--- src/design/vnke_pkg.sv ---
// ----------------------------------------------------------------------------
// vnke_pkg: shared types and constants for verb/noun key entry
// Holds the entry mode codes, key and glyph characters, and the result record.
// ----------------------------------------------------------------------------
package vnke_pkg;

	typedef enum logic [2:0] {
		MODE_WAIT_VERB  = 3'd0,
		MODE_INPUT_VERB = 3'd1,
		MODE_WAIT_NOUN  = 3'd2,
		MODE_INPUT_NOUN = 3'd3,
		MODE_ENTER      = 3'd4
	} mode_t;

	localparam logic [7:0] KEY_CLEAR = 8'h43;  // 'C'
	localparam logic [7:0] KEY_RESET = 8'h52;  // 'R'
	localparam logic [7:0] KEY_VERB  = 8'h56;  // 'V'
	localparam logic [7:0] KEY_NOUN  = 8'h4E;  // 'N'
	localparam logic [7:0] KEY_ENTER = 8'h45;  // 'E'
	localparam logic [7:0] CHAR_HASH  = 8'h23; // '#'
	localparam logic [7:0] CHAR_UNDER = 8'h5F; // '_'
	localparam logic [7:0] CHAR_SPACE = 8'h20; // ' '
	localparam logic [7:0] CHAR_ZERO  = 8'h30; // '0'
	localparam logic [7:0] CHAR_NINE  = 8'h39; // '9'

	typedef struct packed {
		logic [2:0] mode;
		logic [7:0] verb_tens_char;
		logic [7:0] verb_units_char;
		logic [7:0] noun_tens_char;
		logic [7:0] noun_units_char;
		logic       error_lamp;
		logic [7:0] activity_char;
		logic       commit;
		logic [6:0] verb_now;
		logic [6:0] noun_now;
		logic       cleared;
	} result_t;

endpackage

--- src/design/vnke_core.sv ---
// ----------------------------------------------------------------------------
// vnke_core: entry state machine
// Holds the entry state and computes the next state and the result of one key.
// ----------------------------------------------------------------------------
module vnke_core import vnke_pkg::*; (
	input  logic       clk,
	input  logic       arst_n,
	input  logic       step,
	input  logic [7:0] key,
	output result_t    res
);

	localparam logic [1:0] POS_VT = 2'd0;
	localparam logic [1:0] POS_VU = 2'd1;
	localparam logic [1:0] POS_NT = 2'd2;
	localparam logic [1:0] POS_NU = 2'd3;

	mode_t      mode_q, mode_d;
	logic       pos_q, pos_d;
	logic [6:0] pverb_q, pverb_d;
	logic [6:0] pnoun_q, pnoun_d;
	logic [6:0] sverb_q, sverb_d;
	logic [6:0] snoun_q, snoun_d;
	logic       clean_q, clean_d;
	logic [7:0] disp_q [4];
	logic [7:0] disp_d [4];
	logic       lamp_q, lamp_d;
	logic [7:0] act_q, act_d;
	logic       commit_d;
	logic       clr;
	logic       is_digit;
	logic       run_wait;
	logic [3:0] digit;
	logic [10:0] pverb_x10;
	logic [10:0] pnoun_x10;
	logic [3:0] sv_tens, sv_units, sn_tens, sn_units;

	// Split a 7-bit value into decimal tens (mod 10) and units.
	function automatic logic [7:0] dec2(input logic [6:0] v);
		logic [14:0] prod;
		logic [3:0]  q;
		logic [3:0]  t;
		logic [6:0]  u;
		prod = {8'd0, v} * 15'd205;
		q    = prod[14:11];
		t    = (q >= 4'd10) ? q - 4'd10 : q;
		u    = v - {q, 3'b000} - {2'b00, q, 1'b0};
		return {t, u[3:0]};
	endfunction

	assign clr      = (key == KEY_CLEAR) || (key == KEY_RESET);
	assign is_digit = (key >= CHAR_ZERO) && (key <= CHAR_NINE);
	assign digit    = key[3:0];
	assign pverb_x10 = {1'b0, pverb_q, 3'b000} + {3'b000, pverb_q, 1'b0} + {7'd0, digit};
	assign pnoun_x10 = {1'b0, pnoun_q, 3'b000} + {3'b000, pnoun_q, 1'b0} + {7'd0, digit};
	assign {sv_tens, sv_units} = dec2(sverb_d);
	assign {sn_tens, sn_units} = dec2(snoun_d);

	always_comb begin
		mode_t m;
		m        = mode_q;
		mode_d   = mode_q;
		pos_d    = pos_q;
		pverb_d  = pverb_q;
		pnoun_d  = pnoun_q;
		sverb_d  = sverb_q;
		snoun_d  = snoun_q;
		clean_d  = clean_q;
		disp_d   = disp_q;
		lamp_d   = lamp_q;
		act_d    = act_q;
		commit_d = 1'b0;
		run_wait = 1'b0;

		if (clr) begin
			lamp_d = 1'b0;
			act_d  = CHAR_SPACE;
			m      = MODE_WAIT_VERB;
			mode_d = MODE_WAIT_VERB;
		end

		case (m)
			MODE_WAIT_VERB: begin
				run_wait = 1'b1;
			end
			MODE_INPUT_VERB: begin
				if (is_digit) begin
					lamp_d = 1'b0;
					disp_d[pos_q ? POS_VU : POS_VT] = key;
					pverb_d = pverb_x10[6:0];
					mode_d  = pos_q ? MODE_WAIT_NOUN : MODE_INPUT_VERB;
					pos_d   = ~pos_q;
				end else begin
					mode_d = MODE_WAIT_VERB;
				end
			end
			MODE_WAIT_NOUN: begin
				if (key == KEY_NOUN) begin
					disp_d[POS_NT] = CHAR_UNDER;
					disp_d[POS_NU] = CHAR_UNDER;
					mode_d = MODE_INPUT_NOUN;
				end else begin
					mode_d = MODE_WAIT_VERB;
				end
			end
			MODE_INPUT_NOUN: begin
				if (is_digit) begin
					disp_d[pos_q ? POS_NU : POS_NT] = key;
					pnoun_d = pnoun_x10[6:0];
					mode_d  = pos_q ? MODE_ENTER : MODE_INPUT_NOUN;
					pos_d   = ~pos_q;
				end else begin
					mode_d = MODE_WAIT_VERB;
				end
			end
			MODE_ENTER: begin
				mode_d = MODE_WAIT_VERB;
				if (key == KEY_ENTER) begin
					sverb_d  = pverb_q;
					snoun_d  = pnoun_q;
					act_d    = CHAR_HASH;
					clean_d  = 1'b1;
					commit_d = 1'b1;
				end
				run_wait = 1'b1;
			end
			default: begin
				mode_d = MODE_WAIT_VERB;
			end
		endcase

		// Idle handling: an unfinished entry lights the lamp, then the
		// committed pair is shown, and V opens a fresh verb entry.
		if (run_wait) begin
			if (!clean_d) begin
				lamp_d = 1'b1;
			end
			pverb_d = '0;
			pnoun_d = '0;
			pos_d   = 1'b0;
			clean_d = 1'b1;
			disp_d[POS_VT] = CHAR_ZERO + {4'd0, sv_tens};
			disp_d[POS_VU] = CHAR_ZERO + {4'd0, sv_units};
			disp_d[POS_NT] = CHAR_ZERO + {4'd0, sn_tens};
			disp_d[POS_NU] = CHAR_ZERO + {4'd0, sn_units};
			if (key == KEY_VERB) begin
				disp_d[POS_VT] = CHAR_UNDER;
				disp_d[POS_VU] = CHAR_UNDER;
				disp_d[POS_NT] = CHAR_HASH;
				disp_d[POS_NU] = CHAR_HASH;
				mode_d  = MODE_INPUT_VERB;
				clean_d = 1'b0;
			end
		end
	end

	always_ff @(posedge clk or negedge arst_n) begin
		if (!arst_n) begin
			mode_q  <= MODE_WAIT_VERB;
			pos_q   <= 1'b0;
			pverb_q <= '0;
			pnoun_q <= '0;
			sverb_q <= '0;
			snoun_q <= '0;
			clean_q <= 1'b1;
			disp_q  <= '{default: CHAR_SPACE};
			lamp_q  <= 1'b0;
			act_q   <= CHAR_SPACE;
		end else if (step) begin
			mode_q  <= mode_d;
			pos_q   <= pos_d;
			pverb_q <= pverb_d;
			pnoun_q <= pnoun_d;
			sverb_q <= sverb_d;
			snoun_q <= snoun_d;
			clean_q <= clean_d;
			disp_q  <= disp_d;
			lamp_q  <= lamp_d;
			act_q   <= act_d;
		end
	end

	always_comb begin
		res.mode            = mode_d;
		res.verb_tens_char  = disp_d[POS_VT];
		res.verb_units_char = disp_d[POS_VU];
		res.noun_tens_char  = disp_d[POS_NT];
		res.noun_units_char = disp_d[POS_NU];
		res.error_lamp      = lamp_d;
		res.activity_char   = act_d;
		res.commit          = commit_d;
		res.verb_now        = sverb_d;
		res.noun_now        = snoun_d;
		res.cleared         = clr;
	end

endmodule

--- src/design/verb_noun_key_entry.sv ---
// ----------------------------------------------------------------------------
// verb_noun_key_entry: verb/noun keyboard entry controller
// Accepts one key code per item and returns one display/status result per key.
// ----------------------------------------------------------------------------
// The key lands in the input register at the accepting edge and its result
//   in the result register when the core advances; a result that is not taken
//   stalls that move. Throughput: one key per cycle while each result is taken.
// The rate is set by the single entry state update between the two registers.
// Reset (arst_n low, asynchronous): both registers empty, wait-verb mode,
//   committed pair 00, lamp off, display and activity characters blank.
// ----------------------------------------------------------------------------
module verb_noun_key_entry import vnke_pkg::*; (
	input  logic       clk,
	input  logic       arst_n,
	input  logic       key_valid,
	output logic       key_ready,
	input  logic [7:0] key_code,
	output logic       result_valid,
	input  logic       result_ready,
	output logic [2:0] mode,
	output logic [7:0] verb_tens_char,
	output logic [7:0] verb_units_char,
	output logic [7:0] noun_tens_char,
	output logic [7:0] noun_units_char,
	output logic       error_lamp,
	output logic [7:0] activity_char,
	output logic       commit,
	output logic [6:0] verb_now,
	output logic [6:0] noun_now,
	output logic       cleared
);

	// Input stage: the accepted key waits here until the result register
	// has room; the state machine advances exactly when it moves on.
	logic       key_valid_s1;
	logic [7:0] key_s1;
	// Result stage: holds a finished result until the consumer takes it.
	logic       res_valid_s2;
	result_t    res_s2;
	result_t    res_next;
	logic       res_room;
	logic       advance;

	// The result register can load when it is empty or being emptied now.
	assign res_room  = !res_valid_s2 || result_ready;
	assign advance   = key_valid_s1 && res_room;
	// A new key is taken when the input register is empty or moving on.
	assign key_ready = !key_valid_s1 || res_room;

	always_ff @(posedge clk or negedge arst_n) begin
		if (!arst_n) begin
			key_valid_s1 <= 1'b0;
		end else if (key_ready) begin
			key_valid_s1 <= key_valid;
		end
	end

	always_ff @(posedge clk) begin
		if (key_ready && key_valid) begin
			key_s1 <= key_code;
		end
	end

	vnke_core u_core (
		.clk    (clk),
		.arst_n (arst_n),
		.step   (advance),
		.key    (key_s1),
		.res    (res_next)
	);

	always_ff @(posedge clk or negedge arst_n) begin
		if (!arst_n) begin
			res_valid_s2 <= 1'b0;
		end else if (res_room) begin
			res_valid_s2 <= key_valid_s1;
		end
	end

	always_ff @(posedge clk) begin
		if (advance) begin
			res_s2 <= res_next;
		end
	end

	assign result_valid    = res_valid_s2;
	assign mode            = res_s2.mode;
	assign verb_tens_char  = res_s2.verb_tens_char;
	assign verb_units_char = res_s2.verb_units_char;
	assign noun_tens_char  = res_s2.noun_tens_char;
	assign noun_units_char = res_s2.noun_units_char;
	assign error_lamp      = res_s2.error_lamp;
	assign activity_char   = res_s2.activity_char;
	assign commit          = res_s2.commit;
	assign verb_now        = res_s2.verb_now;
	assign noun_now        = res_s2.noun_now;
	assign cleared         = res_s2.cleared;

endmodule
--- config.mk ---
export PLATFORM = sky130hd
export DESIGN_NAME = verb_noun_key_entry
export DESIGN_NICKNAME = d
export VERILOG_FILES = /design/src/design/vnke_pkg.sv /design/src/design/vnke_core.sv /design/src/design/verb_noun_key_entry.sv
export SDC_FILE = /design/constraint.sdc
export NUM_CORES = 1
export LEC_CHECK = 0
export BUFFER_PORTS_ARGS = -buffer_cell sky130_fd_sc_hd__buf_4
export CAP_MARGIN = 20
export CORE_MARGIN = 2
export CORE_UTILIZATION = 55
export CTS_CLUSTER_DIAMETER = 120
export CTS_CLUSTER_SIZE = 12
export DETAILED_ROUTE_END_ITERATION = 10
export PLACE_DENSITY = 0.86
export SKIP_LAST_GASP = 1
export SYNTH_ARGS = -nofsm -noshare
export SYNTH_HDL_FRONTEND = slang
export SYNTH_SLANG_ARGS = --single-unit
export TNS_END_PERCENT = 10
--- constraint.sdc ---
create_clock -name clk -period 7 [get_ports clk]
set_input_delay 1.05 -clock clk [delete_from_list [all_inputs] [get_ports clk]]
set_output_delay 1.05 -clock clk [all_outputs]
set_load 0.03 [all_outputs]
# After elaboration in Yosys (flattened, before gate mapping)
# Index checks and enable logic that the tools add are counted.
totals:
  ff_bits: 144
  inputBits: 12
  out_inout_bits: 62
op_classes:
  n_addsub: 14
  mul: 2
  magnitude_cmp: 8
  eq_ne: 9
  n_mux: 53
  bitwise: 3
  n_reduce_logical: 20
op_table:
  columns: ["operator", "n"]
  rows:
  - ["two-way mux 32 bit", 4]
  - ["two-way mux 7 bit", 10]
  - ["bitwise mux 32 bit", 2]
  - ["one-hot mux 16 bit (3 select lines)", 1]
  - ["equality test 8 x 7 -> 1 bit (second input constant)", 5]
  - ["two-way mux 8 bit", 5]
  - ["demux 8 bit (select 2 bit)", 2]
  - ["one-hot mux 16 bit (2 select lines)", 1]
  - ["multiplier 7 x 8 -> 15 bit (second input constant)", 2]
  - ["adder 6 x 4 -> 7 bit (first input constant)", 4]
  - ["two-way mux 3 bit", 6]
  - ["two-way mux 1 bit", 16]
  - ["two-way mux 16 bit", 1]
  - ["subtractor 4 bit", 4]
  - ["adder 7 x 4 -> 7 bit", 2]
  - ["adder 7 bit", 2]
  - ["one-hot mux 3 bit (4 select lines)", 1]
  - ["AND reduction 3 bit", 3]
  - ["greater-or-equal comparator 4 bit (second input constant)", 2]
  - ["greater-or-equal comparator 8 x 6 -> 1 bit (second input constant)", 1]
  - ["less-or-equal comparator 8 x 6 -> 1 bit (second input constant)", 1]
  - ["two-way mux 4 bit", 2]
  - ["nonzero test 2 bit", 4]
  - ["subtractor 4 bit (second input constant)", 2]
  - ["13 further kinds", 26]

# Longest topological paths before layout
# Gate-level depths: netlist of run 1.
depth:
  ltp_word: 11
  mapped_depth: 28
  mapped_depth_nobuf: 26

# Cells and area by module
# Synthesis of run 1 repeated with hierarchy kept, for this count alone.
hier_totals:
  hier_cells: 808
  hier_area_um2: 8673.3
modules_own_cells:
  columns: ["mod", "instances", "cells_each", "area_per_inst_um2", "seq_area_each_um2"]
  rows:
  - ["vnke_core", 1, 732, 6527.5, 1859.3]
  - ["verb_noun_key_entry", 1, 76, 2145.8, 2092.0]

# Worst setup path after synthesis of run 1
# Ideal clock, no wire load.
synth_path:
  kind: "register -> register"
  startpoint: "reg key_s1[3]"
  endpoint: "reg res_s2, in the netlist noun_units_char[3], data pin"
  setup_ns: 0.268
  t_arrival_ns: 5.861
  slack_ns: 0.871
  path_stages_with_launch: 27
  path_buffers: 2
  cell_sequence: "edfxtp_1 > buf_2 > and4b_1 > nand3_4 > inv_6 > buf_2 > mux2i_1 > xor2_1 > inv_1 > fa_1 > inv_1 > ha_1 > inv_1 > fa_1 > inv_1 > ha_1 > and4_1 > and2_1 > a221o_1 > a211oi_2 > nor2_2 > ha_1 > nand2_1 > a31o_2 > a21oi_1 > nand3b_1 > nand2_1"
synth_rtl:
  columns: ["item", "line_no", "source"]
  rows:
  - ["start: declaration", "verb_noun_key_entry.sv:36", "logic [7:0] key_s1;"]
  - ["start signal: assignment", "verb_noun_key_entry.sv:60", "key_s1 <= key_code;"]
  - ["end signal: assignment", "verb_noun_key_entry.sv:82", "res_s2 <= res_next;"]
  - ["end: declaration", "verb_noun_key_entry.sv:39", "result_t res_s2;"]

==> results of run 1 <==
Yosys cell counts, types with 8 or more instances:
cell and instances:
nor3_1 8, o21ai_0 37, edfxtp_1 68, a31oi_1 12, xnor2_1 12, a21oi_1 22, fa_1 20, a22o_1 8
dfrtp_1 70, and3_1 8, clkbuf_1 15, ha_1 82, inv_1 80, nor2b_1 9, nor2_1 56, or2_2 9
mux2i_1 21, nand2_1 83, mux2_2 15, xor2_1 17, nand4_1 9
metrics by stage:
| step | power (mW) | cells |
|---|---|---|
| floorplan | 1.07 | 786 |
| global route | 2.23 | 1071 |
| detailed placement | 1.14 | 1039 |
| CTS | 2.18 | 1071 |
| global placement | 1.14 | 1039 |
| finish | 2.17 | 1071 |
logic make-up (layout without fill, tap and decap cells):
logic type | after synthesis | count (layout) | synth area share [%]
adder cells (fa/ha/maj) | 102 | 102 | 16.6
XOR/XNOR | 30 | 30 | 3.23
flip-flops | 144 | 144 | 46.1
multiplexers | 37 | 37 | 4.69
AND/OR/NAND/NOR | 226 | 226 | 13.0
buffers and inverters | 103 | 200 | 4.66
AO/OA/AOI/OAI | 144 | 144 | 11.7
per-layer routing:
metal	up-vias	GRT usage (%)
met5	-	0
li1	2968	-
met1	3146	33.9
met2	312	40.0
met4	0	9.97
met3	41	4.41
worst paths after layout:
kind | slack, ns | cells past startpoint | to
max | 0.22 | 22 | noun_units_char[3]
max in group asynchronous | 5.57 | 1 | u_core.sverb_q[4]
min | 0.47 | 2 | u_core.disp_q[5]
min in group asynchronous | 0.79 | 1 | u_core.disp_q[11]
max reg2reg | 0.22 | 22 | noun_units_char[3]
min reg2reg | 0.47 | 2 | u_core.disp_q[5]
flip-flops by register name, indices dropped and copies added, names as in the netlist, 8 cells and up:
signal / count
u_core.disp_q: 32
activity_char: 8
verb_units_char: 8
u_core.act_q: 8
key_s1: 8
verb_tens_char: 8
noun_units_char: 8
noun_tens_char: 8
cell usage in the layout, fill, tap and decap left out, types with 4 or more instances in the layout:
cell type / Yosys / final
buf_4: 0 / 86
nand2_1: 83 / 83
ha_1: 82 / 82
inv_1: 80 / 79
dfrtp_1: 70 / 70
edfxtp_1: 68 / 68
nor2_1: 56 / 56
o21ai_0: 37 / 37
a21oi_1: 22 / 22
fa_1: 20 / 20
xor2_1: 17 / 17
mux2i_1: 21 / 17
clkbuf_16: 0 / 17
mux2_2: 15 / 15
a31oi_1: 12 / 12
xnor2_1: 12 / 12
nand4_1: 9 / 9
or2_2: 9 / 9
nor2b_1: 9 / 9
nor3_1: 8 / 8
a22o_1: 8 / 8
and3_1: 8 / 8
and2_1: 7 / 7
a21o_1: 7 / 7
nand2b_1: 6 / 6
or3_1: 6 / 6
o21a_1: 6 / 6
bufinv_16: 0 / 6
dfstp_2: 6 / 6
a22oi_1: 5 / 5
o31ai_1: 5 / 5
mux2i_2: 0 / 4
and4_1: 4 / 4
nand3_1: 4 / 4
a221oi_1: 4 / 4
power breakdown:
| group | switching, mW | total (mW) | internal (mW) |
|---|---|---|---|
| Combinational | 0.121 | 0.176 | 0.0551 |
| Clock | 0.359 | 1.04 | 0.680 |
| Sequential | 0.0195 | 0.954 | 0.934 |
repair_timing:
item / 4_1_cts / 5_1_grt
resized for setup: 0 / 4
setup buffers: 0 / 0
hold buffers: 0 / 0
setup endpoints to repair: 0 / 4
area by class of cell:
class / instances / share of cell area (%)
Clock buffer: 19 / 4.40
Clock inverter: 13 / 2.31
Inverter: 82 / 3.12
Multi-Input combinational cell: 539 / 42.1
Sequential cell: 144 / 39.3
Tap cell: 188 / 2.34
Timing Repair Buffer: 86 / 6.42
worst max-delay path, stage by stage (launching register included):
cell and delay (ns):
edfxtp_1 0.57, nor4_4 0.46, nand3_4 0.32, inv_6 0.34, mux2i_1 0.50, inv_1 0.13, ha_1 0.35, ha_1 0.18
or2_2 0.31, fa_1 0.48, ha_1 0.31, ha_1 0.32, a21oi_1 0.16, o21ai_0 0.20, a221o_1 0.48, a211oi_2 0.31
nor2_2 0.09, ha_1 0.33, nand2_1 0.09, a31o_2 0.26, a21oi_1 0.11, nand3b_1 0.13, nand2_1 0.06
==> impl_metrics.py, run 1 <==
metrics = {
    "final_layout": {
        "final_util_pct": 66.2,
        "multi_input_area_sq_um": 4240,
        "final_layout_size_suffix_gt1_share_pct": 18.9,
        "regArea_sq_um": 3950,
        "nets": 984,
        "diodes": 0,
        "final_area_sq_um": 10100,
        "area_growth_pct": 17.3,
        "fillCellCount": 1074,
    },
    "route": {
        "num_vias": 6467,
        "met3_length_um": 1430,
        "postRouteWirelength_um": 20000,
        "dr_wl_met2_um": 9720,
        "drtIter0Drc": 718,
        "routedWlPerCell_um": 18.7,
        "via_per_inst": 6.04,
        "antenna_left": 0,
        "top_layer_used": "met4",
        "drtPass1Iterations": 6,
        "drc_errors": 0,
        "wl_met1_um": 8420,
    },
    "global_routing": {
        "grt_max_degree": 85,
        "grt_pass1_wl_um": 31800,
        "antenna_found_initial": 0,
        "grt_pass1_vias": 6239,
        "gr-total-overflow": 0,
        "grt_usage_pct": 24.9,
    },
    "min_path": {
        "worstHoldStart": "u_core.disp_q[5]",
        "holdCritPathClass": "flop to flop",
    },
    "sta": {
        "finalSetupTns_ns": 0,
        "timing.final.crit_share_pct": 96.8,
        "setup_viol": 0,
        "fmax_mhz": 148,
        "hold_ws_ns": 0.473,
        "relSlewSlack_pct": 33.8,
        "drv_slew": 0,
        "fin_crit_ns": 6.78,
        "setup_ws_ns": 0.223,
        "rsz0062_at_grt": "yes",
        "fin_worst_skew_ns": 0.00668,
        "worst_pin_slew_ns": 0.993,
        "hold_viol": 0,
    },
    "cts": {
        "clk_pin_slew_ns": 0.06,
        "cts_root_buffer": "clkbuf_16",
        "cts_htree_levels": 4,
        "worst_skew_pair.late_latency_ns": 0.42,
        "cts_buffer_depth": 2,
        "cts.sinks": 144,
        "cts_tree": "built",
        "cts_made_buffers": 17,
    },
    "logic_synthesis": {
        "synth_top_area_cell": "edfxtp_1",
        "yosysWarnings": 0,
        "synth_area_sq_um": 8570,
        "syn_avg_cell_area_sq_um": 10.9,
        "netlist_top_cells_area": "edfxtp_1 24%, dfrtp_1 20%, ha_1 12%",
        "synth_seq_area_share_pct": 46.1,
        "ys_types": 76,
        "ys_ff_latch": 144,
        "async_flop_share_pct": 52.8,
        "synth_top_area_share_pct": 23.8,
        "synth_nets": 900,
        "netlist_instances": 786,
        "synthFlopType": "dfrtp_1",
        "synth_edf_count": 68,
    },
    "worst_setup_path": {
        "worst_ep_required_time_ns": 7.16,
        "crit_path_start_kind": "flop",
        "worstSetupEndpointType": "flop",
        "worstPathArrival_ns": 6.94,
        "r2r_start": "key_s1[1]",
        "crit_path_start": "key_s1[1]",
        "critPathMaxFanout": 18,
        "crit_type": "flop to flop",
    },
    "floorplan": {
        "initial_core_util_pct": 56.4,
        "die_area_sq_um": 16600,
        "rows": 45,
        "die_x_um": 129,
        "die_h_um": 129,
        "core_area_sq_um": 15200,
        "io_pins": 74,
    },
    "placement": {
        "place_congestion": 0.898,
        "place_ws_ns": 0.321,
        "dpl_cell_area_sq_um": 9370,
        "numPortBuffers": 73,
        "detailed_place_hpwl_um": 13800,
    },
    "run_status": {
        "status": "finished, final reports clean",
    },
    "power": {
        "max-vdd-ir-drop_mv": 0.202,
        "leakage_nw": 4.90,
        "powerDensity_nw_per_um2": 216,
    },
    "flow_run": {
        "drv_cap": 0,
    },
}
Power figures use the tool's default switching activity.
==> run 2, diff against run 1 <==
Settings changed: ABC_AREA set to 1.
==> run 2 against run 1 <==
  * Synthesized cell count increased by 26%
  * Non-clock buffer count decreased by 9
  * Total power increased by 51%
  * Critical path type unchanged
  * Highest routed layer unchanged
  * Sequential power increased by 23%
  * Final cell count increased by 21%
  * Flip-flop and latch count unchanged
  * Critical endpoint unchanged
  * Count of clock-buffer cells in the layout unchanged
==> impl_metrics.py, run 2 <==
metrics = {
    "logic_synthesis": {
        "synth_edf_count": 68,
        "ys_types": 51,
        "synth_seq_area_share_pct": 44.4,
        "netlist_instances": 990,
        "yosysMostFrequentCell": "nand2_1",
        "ys_ff_latch": 144,
        "syn_avg_cell_area_sq_um": 8.99,
        "synth_top_area_cell": "edfxtp_1",
        "synth_top_area_share_pct": 23.0,
        "async_flop_share_pct": 52.8,
        "synthFlopType": "dfrtp_1",
        "netlist_top_cells_area": "edfxtp_1 23%, dfrtp_1 20%, ha_1 12%",
        "synth_area_sq_um": 8900,
        "synthTopCellsByCount": "216 x nand2_1, 155 x inv_1, 82 x ha_1, 81 x o21ai_0, 70 x dfrtp_1",
        "synth_nets": 1104,
        "yosysWarnings": 0,
    },
    "cts": {
        "clk_pin_slew_ns": 0.06,
        "cts_root_buffer": "clkbuf_16",
        "cts_made_buffers": 17,
        "cts.sinks": 144,
        "hold_buffers": 0,
        "cts_setup_buffers": 0,
        "cts_tree": "built",
        "cts_buffer_depth": 2,
        "cts_htree_levels": 4,
        "worst_skew_pair.late_latency_ns": 0.43,
    },
    "final_layout": {
        "regMostFlops": "u_core.disp_q",
        "layout_common_cells": "216 x nand2_1, 154 x inv_1, 82 x ha_1, 81 x o21ai_0, 77 x buf_4",
        "diodes": 0,
        "nets": 1180,
        "final_common_cell": "nand2_1",
        "final_layout_size_suffix_gt1_share_pct": 14.2,
        "area_growth_pct": 15.8,
        "largest_register_ffs": 32,
    },
    "route": {
        "drtIter0Drc": 710,
        "num_vias": 7262,
        "routedWlPerCell_um": 16.2,
        "postRouteWirelength_um": 21000,
        "via_per_inst": 5.61,
        "drtPass1Iterations": 5,
        "drc_errors": 0,
        "antenna_left": 0,
    },
    "sta": {
        "relSlewSlack_pct": 30.4,
        "timing.final.crit_share_pct": 93.1,
        "fmax_mhz": 153,
        "fin_worst_skew_ns": 0.00869,
        "drv_slew": 0,
        "fin_crit_ns": 6.52,
        "finalSetupTns_ns": 0,
        "setup_ws_ns": 0.482,
        "hold_viol": 0,
        "rsz0062_at_grt": "yes",
        "setup_viol": 0,
        "worst_pin_slew_ns": 1.04,
    },
    "floorplan": {
        "die_h_um": 131,
        "io_pins": 74,
        "initial_core_util_pct": 56.2,
        "rows": 46,
        "die_x_um": 131,
        "die_area_sq_um": 17200,
        "core_area_sq_um": 15800,
    },
    "worst_setup_path": {
        "crit_path_start_kind": "flop",
        "crit_type": "flop to flop",
        "critPathMaxStageDelay_ns": 0.51,
        "worstPathArrival_ns": 6.69,
        "critPathMaxFanout": 15,
        "worst_path_max_delay_cell": "fa_1",
        "worstSetupEndpointType": "flop",
        "crit_path_frequent_cell": "nand2_1",
        "worst_ep_required_time_ns": 7.17,
    },
    "power": {
        "max-vdd-ir-drop_mv": 0.169,
        "powerDensity_nw_per_um2": 318,
        "leakage_nw": 5.06,
    },
    "global_routing": {
        "grt_usage_pct": 25.0,
        "antenna_found_initial": 0,
        "gr-total-overflow": 0,
        "grt_pass1_wl_um": 34500,
        "grt_max_degree": 77,
        "grt_pass1_vias": 7072,
    },
    "placement": {
        "place_congestion": 0.973,
        "numPortBuffers": 73,
        "detailed_place_hpwl_um": 15200,
        "place_ws_ns": 0.480,
    },
    "flow_run": {
        "drv_cap": 0,
    },
    "run_status": {
        "status": "finished, final reports clean",
    },
    "min_path": {
        "holdCritPathClass": "flop to flop",
    },
}
-- run 2: cell types whose count changed after synthesis, sizes merged, moves of 18 or more --
cell   delta
a21oi    +18
inv      +82
mux2i    -20
nand2   +144
nand3    +36
o21ai    +50
-- run 2: power breakdown --
group          internal [mW]  total, mW  switching [mW]
sequential              1.10       1.17          0.0762
combinational          0.372       1.13           0.760
clock                  0.606      0.970           0.363
total                   2.08       3.28            1.20
-- run 2: cell families (layout without fill, tap and decap cells) --
family / Yosys count / in the layout / synth area share, %
simple gates: 348 / 348 / 16.6
xor+xnor: 20 / 20 / 2.22
fa+ha+maj: 102 / 102 / 16.0
mux: 2 / 2 / 0.225
flops: 144 / 144 / 44.4
compound gates: 190 / 190 / 12.6
buf+inv: 184 / 273 / 7.89
-- run 2: stage by stage --
step	instances	utilization, %	hold WS (ns)	total power, mW	area (sq um)
global placement	1263	61.0	0.469	2.25	9660
floorplan	990	-	0.449	1.97	8900
finish	1295	65.1	0.486	3.28	10300
global route	1295	65.1	0.504	3.46	10300
CTS	1295	65.0	0.491	3.27	10300
detailed placement	1263	61.0	0.471	2.30	9660
-- run 2: path summary, 6_finish.rpt --
kind,startpoint,to,slack (ns),cells after the start
worst max-delay path,key_s1[3],noun_units_char[3],0.48,34
worst min-delay path,u_core.act_q[3],u_core.act_q[3],0.49,2
worst max register to register,key_s1[3],noun_units_char[3],0.48,34
worst min register to register,u_core.act_q[3],u_core.act_q[3],0.49,2
max in group asynchronous,arst_n,u_core.disp_q[28],5.55,1
min in group asynchronous,arst_n,u_core.snoun_q[1],0.75,1
-- run 2: critical path: cells and delay by family (launching register included) --
kind	cells	cell delay [ns]
adders and majority gates	6	2.12
and+or+nand+nor	15	1.55
AOI/OAI and AO/OA	4	1.00
buffers and inverters	7	0.61
DFF	1	0.50
xor gates and xnor gates	2	0.44
-- run 2: final cells by class --
cell class	count	area, sq um
fill	1229	5530
multi-input combinational	662	4260
sequential	144	3950
inverter	164	618
timing repair buffer	77	578
clock buffer	19	443
tap	216	270
clock inverter	13	185
-- run 2: layer usage --
layer  vias up  global-route usage [%]  share of wire [%]
li1       3460                       -                  -
met1      3439                    32.9                 42
met2       303                    40.6                 47
met3        60                    4.63                6.3
met4         0                    11.4                3.7
met5         -                       0                  0
-- run 2: repair_timing --
action | CTS | global route
setup endpoints to repair | 0 | 5
gates resized for setup | 0 | 3
hold endpoints to repair | 0 | 0
